==> config.mk <==
export PLATFORM = sky130hd
export DESIGN_NAME = read_command_sequencer
export DESIGN_NICKNAME = d
export VERILOG_FILES = /design/src/hw/rtl/rcs_pkg.sv /design/src/hw/rtl/rcs_cfg.sv /design/src/hw/rtl/rcs_step.sv /design/src/hw/rtl/rcs_out.sv /design/src/hw/rtl/read_command_sequencer.sv
export VERILOG_INCLUDE_DIRS = /design/src /design/src/hw/rtl
export SDC_FILE = /design/constraint.sdc
export NUM_CORES = 1
export LEC_CHECK = 0
export BUFFER_PORTS_ARGS = -buffer_cell sky130_fd_sc_hd__buf_4
export CORE_ASPECT_RATIO = 1.4
export CORE_MARGIN = 1.5
export CORE_UTILIZATION = 33
export CTS_CLUSTER_DIAMETER = 100
export DETAILED_ROUTE_END_ITERATION = 6
export PLACE_DENSITY_LB_ADDON = 0.08
export SKIP_CTS_REPAIR_TIMING = 1
export SYNTH_ARGS = -nofsm -noshare
export SYNTH_HDL_FRONTEND = slang
export SYNTH_HIERARCHICAL = 1
export SYNTH_SLANG_ARGS = --single-unit
==> constraint.sdc <==
create_clock -name clk -period 3.4 [get_ports clk]
set_clock_uncertainty 0.15 [all_clocks]
set_input_delay 0.68 -clock clk [delete_from_list [all_inputs] [get_ports clk]]
set_output_delay 0.68 -clock clk [all_outputs]
set_load 0.005 [all_outputs]
==> src/hw/rtl/read_command_sequencer_defines.svh <==
// Assertion macros shared by the read command sequencer RTL.
// Depends on nothing; included by the files that carry concurrent assertions.
`ifndef READ_COMMAND_SEQUENCER_DEFINES_SVH
`define READ_COMMAND_SEQUENCER_DEFINES_SVH
`ifndef SYNTHESIS
// Property checked at every rising clock edge outside reset.
`define RCS_ASSERT(label, clk, rst_n, prop, msg) \
	label: assert property (@(posedge clk) disable iff (!rst_n) prop) else $error(msg);
// Property checked at every rising clock edge, reset included.
`define RCS_ASSERT_ALWAYS(label, clk, prop, msg) \
	label: assert property (@(posedge clk) prop) else $error(msg);
`else
`define RCS_ASSERT(label, clk, rst_n, prop, msg)
`define RCS_ASSERT_ALWAYS(label, clk, prop, msg)
`endif
`endif

==> src/hw/rtl/rcs_pkg.sv <==
// Shared types and constants of the read command sequencer.
// No dependencies; imported by every module of the block.
package rcs_pkg;

	localparam int CFG_INDEX_W = 2;
	localparam int CFG_DATA_W = 8;

	// Configuration register indexes.
	localparam logic [CFG_INDEX_W-1:0] REG_WAIT_CYCLES = 2'd0;
	localparam logic [CFG_INDEX_W-1:0] REG_READ_OPCODE = 2'd1;
	localparam logic [CFG_INDEX_W-1:0] REG_IDLE_OPCODE = 2'd2;

	// Input item kinds and result kinds.
	localparam logic KIND_START = 1'b0;
	localparam logic KIND_RESPONSE = 1'b1;
	localparam logic RES_TRANSFER = 1'b0;
	localparam logic RES_FINISHED = 1'b1;

	// Finished status codes.
	localparam logic [1:0] STAT_OK = 2'd0;
	localparam logic [1:0] STAT_INVALID = 2'd1;
	localparam logic [1:0] STAT_PROTOCOL = 2'd2;

	// Progress codes the chip returns on the data output.
	localparam logic [7:0] PROG_CMD = 8'h00;
	localparam logic [7:0] PROG_ADAPT = 8'h30;
	localparam logic [7:0] PROG_ROW = 8'h31;
	localparam logic [7:0] PROG_MODE = 8'h32;
	localparam logic [7:0] PROG_UNIT = 8'h33;
	localparam logic [7:0] PROG_CELL = 8'h34;
	localparam logic [7:0] PROG_START = 8'h35;
	localparam logic [7:0] PROG_WAIT = 8'h36;

	// Bits that must be clear in a result-bit response.
	localparam logic [7:0] RESULT_BIT_MASK = 8'hFE;
	// Highest legal unit in single mode.
	localparam logic [6:0] UNIT_MAX = 7'd64;

	typedef struct packed {
		logic [2:0] wait_cycles;
		logic [7:0] read_opcode;
		logic [7:0] idle_opcode;
	} cfg_t;

	typedef struct packed {
		logic       kind;
		logic       adaptive_wordline;
		logic [6:0] row_address;
		logic       single_unit;
		logic [6:0] unit_select;
		logic [1:0] cell_select;
		logic       response_valid;
		logic [7:0] response_data;
	} item_t;

	typedef struct packed {
		logic        result_kind;
		logic        command_bit;
		logic [7:0]  data_byte;
		logic [1:0]  status;
		logic [63:0] row_bits;
		logic        unit_zero_bit;
		logic        last;
	} result_t;

	// What one processed item hands to the output stage.
	typedef struct packed {
		logic    has_result;
		logic    abort;
		result_t res;
	} step_out_t;

endpackage

==> src/hw/rtl/rcs_cfg.sv <==
// Configuration registers of the read command sequencer.
// Depends on rcs_pkg for register indexes and the cfg_t bundle.
module rcs_cfg (
	input  logic                          clk,
	input  logic                          arst_n,
	input  logic                          wr_en,
	input  logic [rcs_pkg::CFG_INDEX_W-1:0] wr_index,
	input  logic [rcs_pkg::CFG_DATA_W-1:0]  wr_data,
	output rcs_pkg::cfg_t                 cfg
);
	import rcs_pkg::*;

	cfg_t cfg_q;

	always_ff @(posedge clk or negedge arst_n) begin
		if (!arst_n) begin
			cfg_q <= '0;
		end else if (wr_en) begin
			unique case (wr_index)
				REG_WAIT_CYCLES: cfg_q.wait_cycles <= wr_data[2:0];
				REG_READ_OPCODE: cfg_q.read_opcode <= wr_data;
				REG_IDLE_OPCODE: cfg_q.idle_opcode <= wr_data;
				default: ;
			endcase
		end
	end

	assign cfg = cfg_q;

endmodule

==> src/hw/rtl/rcs_step.sv <==
// Read sequencer state and the single-pass step logic for one item.
// Depends on rcs_pkg and on the assertion macros header.
`include "read_command_sequencer_defines.svh"
module rcs_step (
	input  logic                clk,
	input  logic                arst_n,
	input  logic                fire,
	input  rcs_pkg::item_t      item,
	input  rcs_pkg::cfg_t       cfg,
	output rcs_pkg::step_out_t  step
);
	import rcs_pkg::*;

	typedef enum logic [3:0] {
		PH_IDLE, PH_CMD, PH_ADAPT, PH_ROW, PH_MODE, PH_UNIT, PH_CELL,
		PH_START, PH_WAIT, PH_SINGLE, PH_GROUP, PH_UNIT0
	} phase_t;

	phase_t      phase_q, phase_d;
	logic [2:0]  waits_q, waits_d;
	logic [2:0]  group_q, group_d;
	logic [63:0] coll_q, coll_d;
	logic        held_adapt_q;
	logic [6:0]  held_row_q;
	logic        held_mode_q;
	logic [6:0]  held_unit_q;
	logic [1:0]  held_cell_q;
	logic        load_held;
	logic        do_abort;
	logic        prog_ok;
	logic        bit_ok;
	logic [7:0]  expect_code;
	phase_t      data_phase;

	// Progress code expected in answer to the transfer driven from each phase.
	always_comb begin
		case (phase_q)
			PH_CMD:   expect_code = PROG_CMD;
			PH_ADAPT: expect_code = PROG_ADAPT;
			PH_ROW:   expect_code = PROG_ROW;
			PH_MODE:  expect_code = PROG_MODE;
			PH_UNIT:  expect_code = PROG_UNIT;
			PH_CELL:  expect_code = PROG_CELL;
			PH_START: expect_code = PROG_START;
			default:  expect_code = PROG_WAIT;
		endcase
	end

	assign prog_ok = !item.response_valid && (item.response_data == expect_code);
	assign bit_ok = item.response_valid && ((item.response_data & RESULT_BIT_MASK) == 8'h00);
	assign data_phase = held_mode_q ? PH_SINGLE : PH_GROUP;

	always_comb begin
		phase_d = phase_q;
		waits_d = waits_q;
		group_d = group_q;
		coll_d = coll_q;
		load_held = 1'b0;
		do_abort = 1'b0;
		step = '0;
		// Most responses answer with a plain data transfer that ends the item.
		step.res.result_kind = RES_TRANSFER;
		step.res.last = 1'b1;
		if (item.kind == KIND_START) begin
			phase_d = PH_IDLE;
			waits_d = '0;
			group_d = '0;
			coll_d = '0;
			step.has_result = 1'b1;
			if (item.single_unit && (item.unit_select > UNIT_MAX)) begin
				step.res.result_kind = RES_FINISHED;
				step.res.status = STAT_INVALID;
			end else begin
				load_held = 1'b1;
				phase_d = PH_CMD;
				step.res.command_bit = 1'b1;
				step.res.data_byte = cfg.read_opcode;
			end
		end else begin
			unique case (phase_q)
				PH_IDLE: ;
				PH_CMD: begin
					do_abort = !prog_ok;
					phase_d = PH_ADAPT;
					step.res.data_byte = {7'd0, held_adapt_q};
				end
				PH_ADAPT: begin
					do_abort = !prog_ok;
					phase_d = PH_ROW;
					step.res.data_byte = {1'b0, held_row_q};
				end
				PH_ROW: begin
					do_abort = !prog_ok;
					phase_d = PH_MODE;
					step.res.data_byte = {7'd0, held_mode_q};
				end
				PH_MODE: begin
					do_abort = !prog_ok;
					phase_d = PH_UNIT;
					step.res.data_byte = {1'b0, held_unit_q};
				end
				PH_UNIT: begin
					do_abort = !prog_ok;
					phase_d = PH_CELL;
					step.res.data_byte = {6'd0, held_cell_q};
				end
				PH_CELL: begin
					do_abort = !prog_ok;
					phase_d = PH_START;
				end
				PH_START: begin
					do_abort = !prog_ok;
					waits_d = cfg.wait_cycles;
					group_d = '0;
					coll_d = '0;
					phase_d = (cfg.wait_cycles != 3'd0) ? PH_WAIT : data_phase;
				end
				PH_WAIT: begin
					do_abort = !prog_ok;
					waits_d = waits_q - 3'd1;
					if (waits_q == 3'd1) begin
						phase_d = data_phase;
					end
				end
				PH_GROUP: begin
					do_abort = !item.response_valid;
					coll_d[{group_q, 3'b000} +: 8] = item.response_data;
					group_d = group_q + 3'd1;
					if (group_q == 3'd7) begin
						phase_d = PH_UNIT0;
					end
				end
				PH_SINGLE, PH_UNIT0: begin
					do_abort = !bit_ok;
					phase_d = PH_IDLE;
					step.res.result_kind = RES_FINISHED;
					step.res.status = STAT_OK;
					step.res.unit_zero_bit = item.response_data[0];
					step.res.row_bits = (phase_q == PH_UNIT0) ? coll_q : 64'd0;
				end
				default: ;
			endcase
			step.has_result = (phase_q != PH_IDLE);
			// A mismatch answers with an idle command; the error result follows.
			if (do_abort) begin
				phase_d = PH_IDLE;
				waits_d = '0;
				group_d = '0;
				coll_d = '0;
				step.abort = 1'b1;
				step.res = '0;
				step.res.result_kind = RES_TRANSFER;
				step.res.command_bit = 1'b1;
				step.res.data_byte = cfg.idle_opcode;
			end
		end
	end

	always_ff @(posedge clk or negedge arst_n) begin
		if (!arst_n) begin
			phase_q <= PH_IDLE;
			waits_q <= '0;
			group_q <= '0;
			coll_q <= '0;
			held_adapt_q <= 1'b0;
			held_row_q <= '0;
			held_mode_q <= 1'b0;
			held_unit_q <= '0;
			held_cell_q <= '0;
		end else if (fire) begin
			phase_q <= phase_d;
			waits_q <= waits_d;
			group_q <= group_d;
			coll_q <= coll_d;
			if (load_held) begin
				held_adapt_q <= item.adaptive_wordline;
				held_row_q <= item.row_address;
				held_mode_q <= item.single_unit;
				held_unit_q <= item.single_unit ? item.unit_select : 7'd0;
				held_cell_q <= item.cell_select;
			end
		end
	end

	`RCS_ASSERT(a_abort_to_idle, clk, arst_n, (fire && step.abort) |=> (phase_q == PH_IDLE), "abort did not return the sequencer to idle")
	`RCS_ASSERT(a_wait_nonzero, clk, arst_n, (phase_q == PH_WAIT) |-> (waits_q != 3'd0), "wait phase entered with no wait cycles left")

endmodule

==> src/hw/rtl/rcs_out.sv <==
// Result register and the pending protocol-error result of an abort.
// Depends on rcs_pkg and on the assertion macros header.
`include "read_command_sequencer_defines.svh"
module rcs_out (
	input  logic                clk,
	input  logic                arst_n,
	input  logic                fire,
	input  rcs_pkg::step_out_t  step,
	output logic                can_load,
	output logic                out_valid,
	input  logic                out_stall,
	output rcs_pkg::result_t    out_res
);
	import rcs_pkg::*;

	result_t out_q;
	logic    out_valid_q;
	logic    pend_q;
	logic    drain;
	logic    free;
	result_t err_res;

	always_comb begin
		err_res = '0;
		err_res.result_kind = RES_FINISHED;
		err_res.status = STAT_PROTOCOL;
		err_res.last = 1'b1;
	end

	assign drain = out_valid_q && !out_stall;
	assign free = !out_valid_q || drain;
	assign can_load = free && !pend_q;

	always_ff @(posedge clk or negedge arst_n) begin
		if (!arst_n) begin
			out_valid_q <= 1'b0;
			pend_q <= 1'b0;
		end else if (pend_q && free) begin
			out_valid_q <= 1'b1;
			pend_q <= 1'b0;
		end else if (fire && step.has_result) begin
			out_valid_q <= 1'b1;
			pend_q <= step.abort;
		end else if (drain) begin
			out_valid_q <= 1'b0;
		end
	end

	always_ff @(posedge clk) begin
		if (pend_q && free) begin
			out_q <= err_res;
		end else if (fire && step.has_result) begin
			out_q <= step.res;
		end
	end

	assign out_valid = out_valid_q;
	assign out_res = out_q;

	`RCS_ASSERT_ALWAYS(a_pend_behind_result, clk, !pend_q || out_valid_q, "error result pending with no result held")
	`RCS_ASSERT(a_error_follows_abort, clk, arst_n, (out_valid_q && !out_stall && !out_q.last) |=> (out_valid_q && out_q.result_kind == RES_FINISHED && out_q.status == STAT_PROTOCOL), "idle command not followed by the protocol error result")

endmodule

==> src/hw/rtl/read_command_sequencer.sv <==
// Top level of the read command sequencer: item register, sequencer step,
// result stage and configuration registers. Depends on rcs_pkg, rcs_cfg,
// rcs_step and rcs_out.
//
// The block drives the host side of a memory chip READ command. A start item
// (kind 0) carries the read fields; each chip response (kind 1) carries the
// valid flag and data byte sampled after the previous transfer. Every item
// yields at most two results: a transfer cycle to drive on the chip bus, a
// finished result with status and collected unit bits, or, on a protocol
// mismatch, an idle command followed by a protocol-error result.
// Items enter on item_valid/item_stall; a transfer takes place at an edge
// with valid high and stall low. Results leave on result_valid/result_stall
// in the same way, with last marking the final result of an item.
// Configuration is written through cfg_valid/cfg_ready, which is always
// ready; write it only while no read is under way.
// The first result of an item passes through the item register and then the
// result register before it is offered. Throughput is one item per cycle
// while result_stall stays low; an abort occupies the result register with
// two results in turn, the idle command and then the error result, so the
// item channel stalls behind it until the error result has been loaded.
// While the receiver stalls, the held result stays stable and one more item
// is buffered in the item register before item_stall rises.
// Reset clears the configuration to zero, puts the sequencer in idle and
// empties both registers.
module read_command_sequencer (
	input  logic                          clk,
	input  logic                          arst_n,
	input  logic                          item_valid,
	output logic                          item_stall,
	input  logic                          kind,
	input  logic                          adaptive_wordline,
	input  logic [6:0]                    row_address,
	input  logic                          single_unit,
	input  logic [6:0]                    unit_select,
	input  logic [1:0]                    cell_select,
	input  logic                          response_valid,
	input  logic [7:0]                    response_data,
	output logic                          result_valid,
	input  logic                          result_stall,
	output logic                          result_kind,
	output logic                          command_bit,
	output logic [7:0]                    data_byte,
	output logic [1:0]                    status,
	output logic [63:0]                   row_bits,
	output logic                          unit_zero_bit,
	output logic                          last,
	input  logic                          cfg_valid,
	output logic                          cfg_ready,
	input  logic [rcs_pkg::CFG_INDEX_W-1:0] cfg_index,
	input  logic [rcs_pkg::CFG_DATA_W-1:0]  cfg_data
);
	import rcs_pkg::*;

	item_t     item_s1;
	logic      item_valid_s1;
	logic      item_take;
	logic      fire;
	logic      can_load;
	cfg_t      cfg;
	step_out_t step;
	result_t   out_res;

	// The item register hands its item on as soon as the result stage can
	// accept all of that item's results.
	assign fire = item_valid_s1 && can_load;
	assign item_stall = item_valid_s1 && !fire;
	assign item_take = item_valid && !item_stall;

	always_ff @(posedge clk or negedge arst_n) begin
		if (!arst_n) begin
			item_valid_s1 <= 1'b0;
		end else if (item_take) begin
			item_valid_s1 <= 1'b1;
		end else if (fire) begin
			item_valid_s1 <= 1'b0;
		end
	end

	always_ff @(posedge clk) begin
		if (item_take) begin
			item_s1.kind <= kind;
			item_s1.adaptive_wordline <= adaptive_wordline;
			item_s1.row_address <= row_address;
			item_s1.single_unit <= single_unit;
			item_s1.unit_select <= unit_select;
			item_s1.cell_select <= cell_select;
			item_s1.response_valid <= response_valid;
			item_s1.response_data <= response_data;
		end
	end

	assign cfg_ready = 1'b1;

	rcs_cfg u_cfg (
		.clk      (clk),
		.arst_n   (arst_n),
		.wr_en    (cfg_valid && cfg_ready),
		.wr_index (cfg_index),
		.wr_data  (cfg_data),
		.cfg      (cfg)
	);

	rcs_step u_step (
		.clk    (clk),
		.arst_n (arst_n),
		.fire   (fire),
		.item   (item_s1),
		.cfg    (cfg),
		.step   (step)
	);

	rcs_out u_out (
		.clk       (clk),
		.arst_n    (arst_n),
		.fire      (fire),
		.step      (step),
		.can_load  (can_load),
		.out_valid (result_valid),
		.out_stall (result_stall),
		.out_res   (out_res)
	);

	assign result_kind = out_res.result_kind;
	assign command_bit = out_res.command_bit;
	assign data_byte = out_res.data_byte;
	assign status = out_res.status;
	assign row_bits = out_res.row_bits;
	assign unit_zero_bit = out_res.unit_zero_bit;
	assign last = out_res.last;

endmodule

# [Word-level counts from Yosys, hierarchy flattened]
# Cells that the tools add are included.
[op_classes] shift=2 addsub=3 n_mux=43 order_cmp=1 reduce_logical=35 eq_ne=21
[op_table] operator="2-to-1 mux 64 bit" count=3
[op_table] operator="case mux 64 bit (2 select lines)" count=1
[op_table] operator="2-to-1 mux 79 bit" count=1
[op_table] operator="2-to-1 mux 66 bit" count=1
[op_table] operator="2-to-1 mux 65 bit" count=1
[op_table] operator="bitwise mux 64 bit" count=1
[op_table] operator="variable shift 8 x 8 -> 64 bit, first input constant" count=1
[op_table] operator="variable part select 8 x 8 -> 64 bit" count=1
[op_table] operator="case mux 6 bit (7 select lines)" count=1
[op_table] operator="case mux 4 bit (10 select lines)" count=1
[op_table] operator="case mux 7 bit (5 select lines)" count=1
[op_table] operator="2-to-1 mux 4 bit" count=5
[op_table] operator="== test 4 x 3 -> 1 bit, second input constant" count=4
[op_table] operator="== test 4 bit, second input constant" count=4
[op_table] operator="2-to-1 mux 1 bit" count=16
[op_table] operator="2-to-1 mux 12 bit" count=1
[op_table] operator="2-to-1 mux 3 bit" count=4
[op_table] operator="!= test 12 x 1 -> 1 bit, second input constant" count=1
[op_table] operator="case mux 3 bit (2 select lines)" count=2
[op_table] operator="AND reduction 2 bit" count=6
[op_table] operator="logical AND 1 bit" count=10
[op_table] operator="2-to-1 mux 9 bit" count=1
[op_table] operator="== test 4 x 2 -> 1 bit, second input constant" count=2
[op_table] operator="== test 8 x 6 -> 1 bit" count=1
[op_table] operator="other kinds (24)" count=35
[totals] ff_bits=220 in_bits=43 word_cells=135

# [Depth between registers and ports, before layout]
[logic_depth] word_depth=11 ltp_mapped=11 depth_no_buf=9

# [Cells and area by module]
# Netlist, hierarchy kept.
[modules_own_cells] module="rcs_step" area_per_inst_um2=4904.7 n_inst=1 cells_per_inst=525 seq_area_each_um2=2302.2
[modules_own_cells] module="rcs_out" area_per_inst_um2=3524.6 n_inst=1 cells_per_inst=360 seq_area_each_um2=1611.5
[modules_own_cells] module="read_command_sequencer" area_per_inst_um2=915.9 n_inst=1 cells_per_inst=36 seq_area_each_um2=865.8
[modules_own_cells] module="rcs_cfg" area_per_inst_um2=748.2 n_inst=1 cells_per_inst=41 seq_area_each_um2=475.5

# [Worst setup path after synthesis]
# No wires, ideal clock.
[synth_path] path_type="register to register" start="register item_s1[2] (netlist name)" end="register u_out.out_q, in the netlist u_out/out_res[11]" setup_time_ns=0.066 t_arrival_ns=2.288 required_ns=3.184 path_stages_with_launch=11 path_slack_ns=0.895 n_path_buf=2 cell_sequence="edfxtp_1 > buf_2 > nor4_1 > nand3_1 > a31oi_1 > inv_1 > nor3_2 > clkbuf_1 > and2_1 > nand3_1 > a21oi_2"
[synth_lines] element="start, declared" line_no="read_command_sequencer.sv:54" text="item_t item_s1;"
[synth_lines] element="end signal, assigned" line_no="rcs_out.sv:51" text="out_q <= err_res;"
[synth_lines] element="end signal, assigned" line_no="rcs_out.sv:53" text="out_q <= step.res;"
[synth_lines] element="end, declared" line_no="rcs_out.sv:16" text="result_t out_q;"

# [Final worst setup path]
[layout_path] start="register u_step.phase_q[2]" end="register u_step.coll_q[35]"
[layout_via] elab_chain_cells=9 elab_cells_between_ends=24 classes_between="eq/ne (13); mux (6); reduce/logical (5)"
[layout_rtl] element="start, declared" line_no="rcs_step.sv:19" text="phase_t phase_q, phase_d;"
[layout_rtl] element="start signal, assigned" line_no="rcs_step.sv:171" text="phase_q <= phase_d;"
[layout_rtl] element="== test 4 x 3 -> 1 bit (tied with other cells)" line_no="rcs_step.sv:37, rcs_step.sv:80"
[layout_rtl] element="case mux 6 bit (7 select lines)" line_no="rcs_step.sv:37" text="case (phase_q)"
[layout_rtl] element="== test 8 x 6 -> 1 bit" line_no="rcs_step.sv:49" text="assign prog_ok = !item.response_valid && (item.response_data == expect_code);"
[layout_rtl] element="logical AND 1 bit" line_no="rcs_step.sv:49"
[layout_rtl] element="zero test 1 bit"
[layout_rtl] element="case mux 1 bit (3 select lines)" line_no="rcs_step.sv:80" text="unique case (phase_q)"
[layout_rtl] element="2-to-1 mux 1 bit" line_no="rcs_step.sv:64" text="if (item.kind == KIND_START) begin"
[layout_rtl] element="!= test 4 x 1 -> 1 bit (no line) / 2-to-1 mux 64 bit (equally long branches)"
[layout_rtl] element="AND reduction 2 bit (no line) / 2-to-1 mux 64 bit (equally long branches)"
[layout_rtl] element="end signal, assigned" line_no="rcs_step.sv:174" text="coll_q <= coll_d;"
[layout_rtl] element="end, declared" line_no="rcs_step.sv:22" text="logic [63:0] coll_q, coll_d;"
# Parallel ways exist; a longest one is shown, timed or not. The select of a mux whose other input is x is not followed.
# A chain may end at the register's enable or synchronous reset.

==> results by group <==
Status
  • Status: finished, final reports clean

Worst setup path
  • Worst Path Buf+Inv: 2
  • Cell Chain, Critical Path: buf_4 -> nor3_1 -> buf_4 -> nand2_1 -> nor2b_1 -> o211ai_2 -> o211ai_1 -> a22o_1
  • Cell mode on critical path: buf_4
  • Critical Path Start Type: flip-flop
  • Crit-path max cell delay: 0.49 ns
  • Crit Path Max Fanout: 12
  • Worst EP arrival: 3.29 ns
  • Worst EP required: 3.67 ns
  • Max stage delay cell, worst path: o211ai_2
  • CP Class: reg2reg
  • Crit. End Element: flip-flop
  • Crit path max-delay family: compound AO/OA/AOI/OAI gates

Cells and area
  • Synth-to-Final Area Change: 20.6%
  • Fillers: 3019
  • N_diodes: 0
  • Commonest non-fill, non-tap cell in the layout: buf_4
  • Share of cells above drive strength 1: 26.6%
  • # nets final: 1119
  • Commonest non-fill, non-tap cells in the layout: buf_4 (152), dfrtp_1 (114), nand3_1 (94)

Die
  • Placement row count: 75
  • # IOs: 124
  • Die Span Y: 210 um
  • DIE WIDTH: 151 um
  • Initial core utilization: 33.6%
  • Area of the die: 31700 sq um
  • Core ar.: 30000 sq um

Synthesis
  • Sequential share of the synthesized area: 52.1%
  • Yosys warning total: 6
  • Mapped Cells: 962
  • Cell taking the most area after synthesis: dfrtp_1
  • Synthesized cell area: 10100 sq um
  • Post-synth ARST share: 51.8%
  • Number of synthesized register bits: 220
  • Post-synth top area share: 28.3%
  • Distinct cells, synth: 57
  • Predominant post-synthesis flop cell: dfrtp_1
  • Dominant cells by area after synthesis: dfrtp_1 (28%), dfxtp_1 (15%), edfxtp_1 (8.3%)
  • Post-Syn Area per Cell: 10.5 sq um
  • EDFF count, synth: 28
  • Post-synth net total: 1014

STA
  • RSZ-0062 raised after global routing: no
  • Final setup fails: 0
  • Slew @ Worst Pin: 0.749 ns
  • Period utilisation layout: 88.7%
  • Slew margin rel.: 50.0%
  • Setup TNS: 0 ns
  • Final worst slack: 0.385 ns
  • Max Fclk: 332 MHz
  • Min Clock Period, post-route: 3.01 ns
  • Final hold vios: 0
  • Pins Over Slew Limit: 0

Clock tree
  • Clk pin slew, worst setup/hold paths: 0.06 ns
  • Worst skew pair latency: 0.53 ns
  • TritonCTS clock tree: done
  • Root Buffer: clkbuf_16
  • Clock Tree Buf Depth: 3
  • TritonCTS Buffers: 24
  • H-tree Lvls: 1
  • Sink Count: 220

Global route
  • Vias in the first global route: 7555
  • Total track usage: 17.0%
  • Largest net degree at the start of global routing: 87
  • Total grt overflow: 0
  • First-pass GRT wire length: 42500 um
  • Initial antenna violation count: 0

Drt
  • DRT iter0 DRCs: 276
  • Via count: 7451
  • Drt pass-1 iters: 4
  • DRT antenna net count: 0
  • Avg Vias per Cell: 5.07
  • DRC viols: 0
  • DR WL/cell: 18.0 um
  • Post-Route WL: 26400 um

Power and ir drop
  • Logic pwr share: 27.6%
  • Peak supply drop: 369 uV
  • PwrDens: 652 nW/um^2
  • Static leakage: 5.29 nW
  • Power Total: 0.00793 W
  • Sequential power share: 39.7%
  • Clock share of power: 32.7%
  • Sw Share: 35.0%
  • Internal: 0.00515 W
  • Switching Power: 0.00278 W

Hold path
  • Hold crit path type: in2async

Placed design
  • Setup slack after placement: 0.385 ns
  • RD Place Congestion: 0.820
  • Post-DP HPWL: 17600 um
  • Count of input and output buffers: 122

Flow run
  • MaxCap Viol Count: 0
[power by group through the flow]
stage               combinational, W  sequential (W)  clock (W)
floorplan                    0.00159         0.00311          0
finish                       0.00219         0.00315    0.00260
global placement             0.00220         0.00320          0
global route                 0.00242         0.00319    0.00279
detailed placement           0.00221         0.00321          0
CTS                          0.00222         0.00315    0.00268
[flip-flops by register name (all words and copies together), names as in the netlist]
signal,cells
item_s1,28
u_step/coll_q,64
u_out/out_valid,1
u_step/held_mode_q,1
u_cfg/cfg,19
u_step/held_adapt_q,1
u_out/pend_q,1
u_step/held_unit_q,7
u_step/held_row_q,7
u_out/out_res,78
item_valid_s1,1
u_step/phase_q,4
u_step/waits_q,3
u_step/held_cell_q,2
u_step/group_q,3
[final timing paths]
path                                         from                   end  slack (ns)  cells after the start
worst min-delay path                       arst_n         u_cfg/cfg[13]        0.07                      1
worst min register to register        item_s1[21]  u_step/held_row_q[2]        0.29                      2
worst max-delay path            u_step/phase_q[2]     u_step/coll_q[35]        0.39                      8
min in group clk                   row_address[2]           item_s1[21]        0.18                      1
worst max register to register  u_step/phase_q[2]     u_step/coll_q[35]        0.39                      8
max in group asynchronous                  arst_n     u_step/coll_q[29]        2.34                      2
[worst reg2reg max path: stages (launching register included)]
cell	delay (ns)
dfrtp_1	0.41
buf_4	0.19
nor3_1	0.25
buf_4	0.20
nand2_1	0.19
nor2b_1	0.24
o211ai_2	0.49
o211ai_1	0.43
a22o_1	0.34
[cell usage after synthesis, types with 3 or more instances]
cell	count
a211o_1	3
a21oi_1	78
o211ai_1	4
nor2b_1	11
dfrtp_1	114
clkbuf_1	24
nor2_1	22
dfxtp_1	78
a221o_1	7
nand2b_1	4
mux2_2	22
a21bo_1	23
and3_1	10
ha_1	9
nand3_1	94
a22oi_1	7
a21oi_2	10
a21bo_2	53
inv_1	16
o21ai_0	20
a22o_1	65
buf_2	32
nand2_1	85
buf_4	5
and2_1	66
o2bb2ai_1	4
edfxtp_1	28
buf_1	6
nor3_1	8
nor4_1	9
buf_6	11
[kinds of logic after synthesis]
kind of cell	synth area share, %
buffers and inverters	4.90
adder cells (fa/ha/maj)	1.12
other	0.0744
AO/OA/AOI/OAI	22.4
flip-flops	52.1
multiplexers	2.65
AND/OR/NAND/NOR	16.7
XOR/XNOR	0.174
[metal layers]
metal / track usage (%) / vias to the layer above / part of all wire (%)
met5: 0 / - / 0
met4: 4.52 / 0 / 1.8
met3: 1.95 / 32 / 3.4
met2: 30.5 / 138 / 51
met1: 21.4 / 3618 / 44
li1: - / 3663 / -
[stage by stage]
stage / cells / hold slack (ns) / area, sq um / utilization [%]
4_1_cts: 1469 / 0.0755 / 12200 / 40.5
3_3_place_gp: 1426 / 0.270 / 11400 / 38.0
2_1_floorplan: 962 / 0.234 / 10100 / -
5_1_grt: 1469 / 0.114 / 12200 / 40.5
3_5_place_dp: 1426 / 0.271 / 11400 / 38.0
6_report: 1469 / 0.0671 / 12200 / 40.5
[area by class of cell]
cell class | count | area (sq um) | area share (%)
Sequential cell | 220 | 5260 | 43.2
Multi-Input combinational cell | 648 | 4370 | 35.9
Timing Repair Buffer | 157 | 1240 | 10.2
Clock buffer | 31 | 658 | 5.41
Tap cell | 385 | 482 | 3.96
Clock inverter | 12 | 108 | 0.884
Inverter | 16 | 60.1 | 0.493
(Power assumes the default switching activity.)
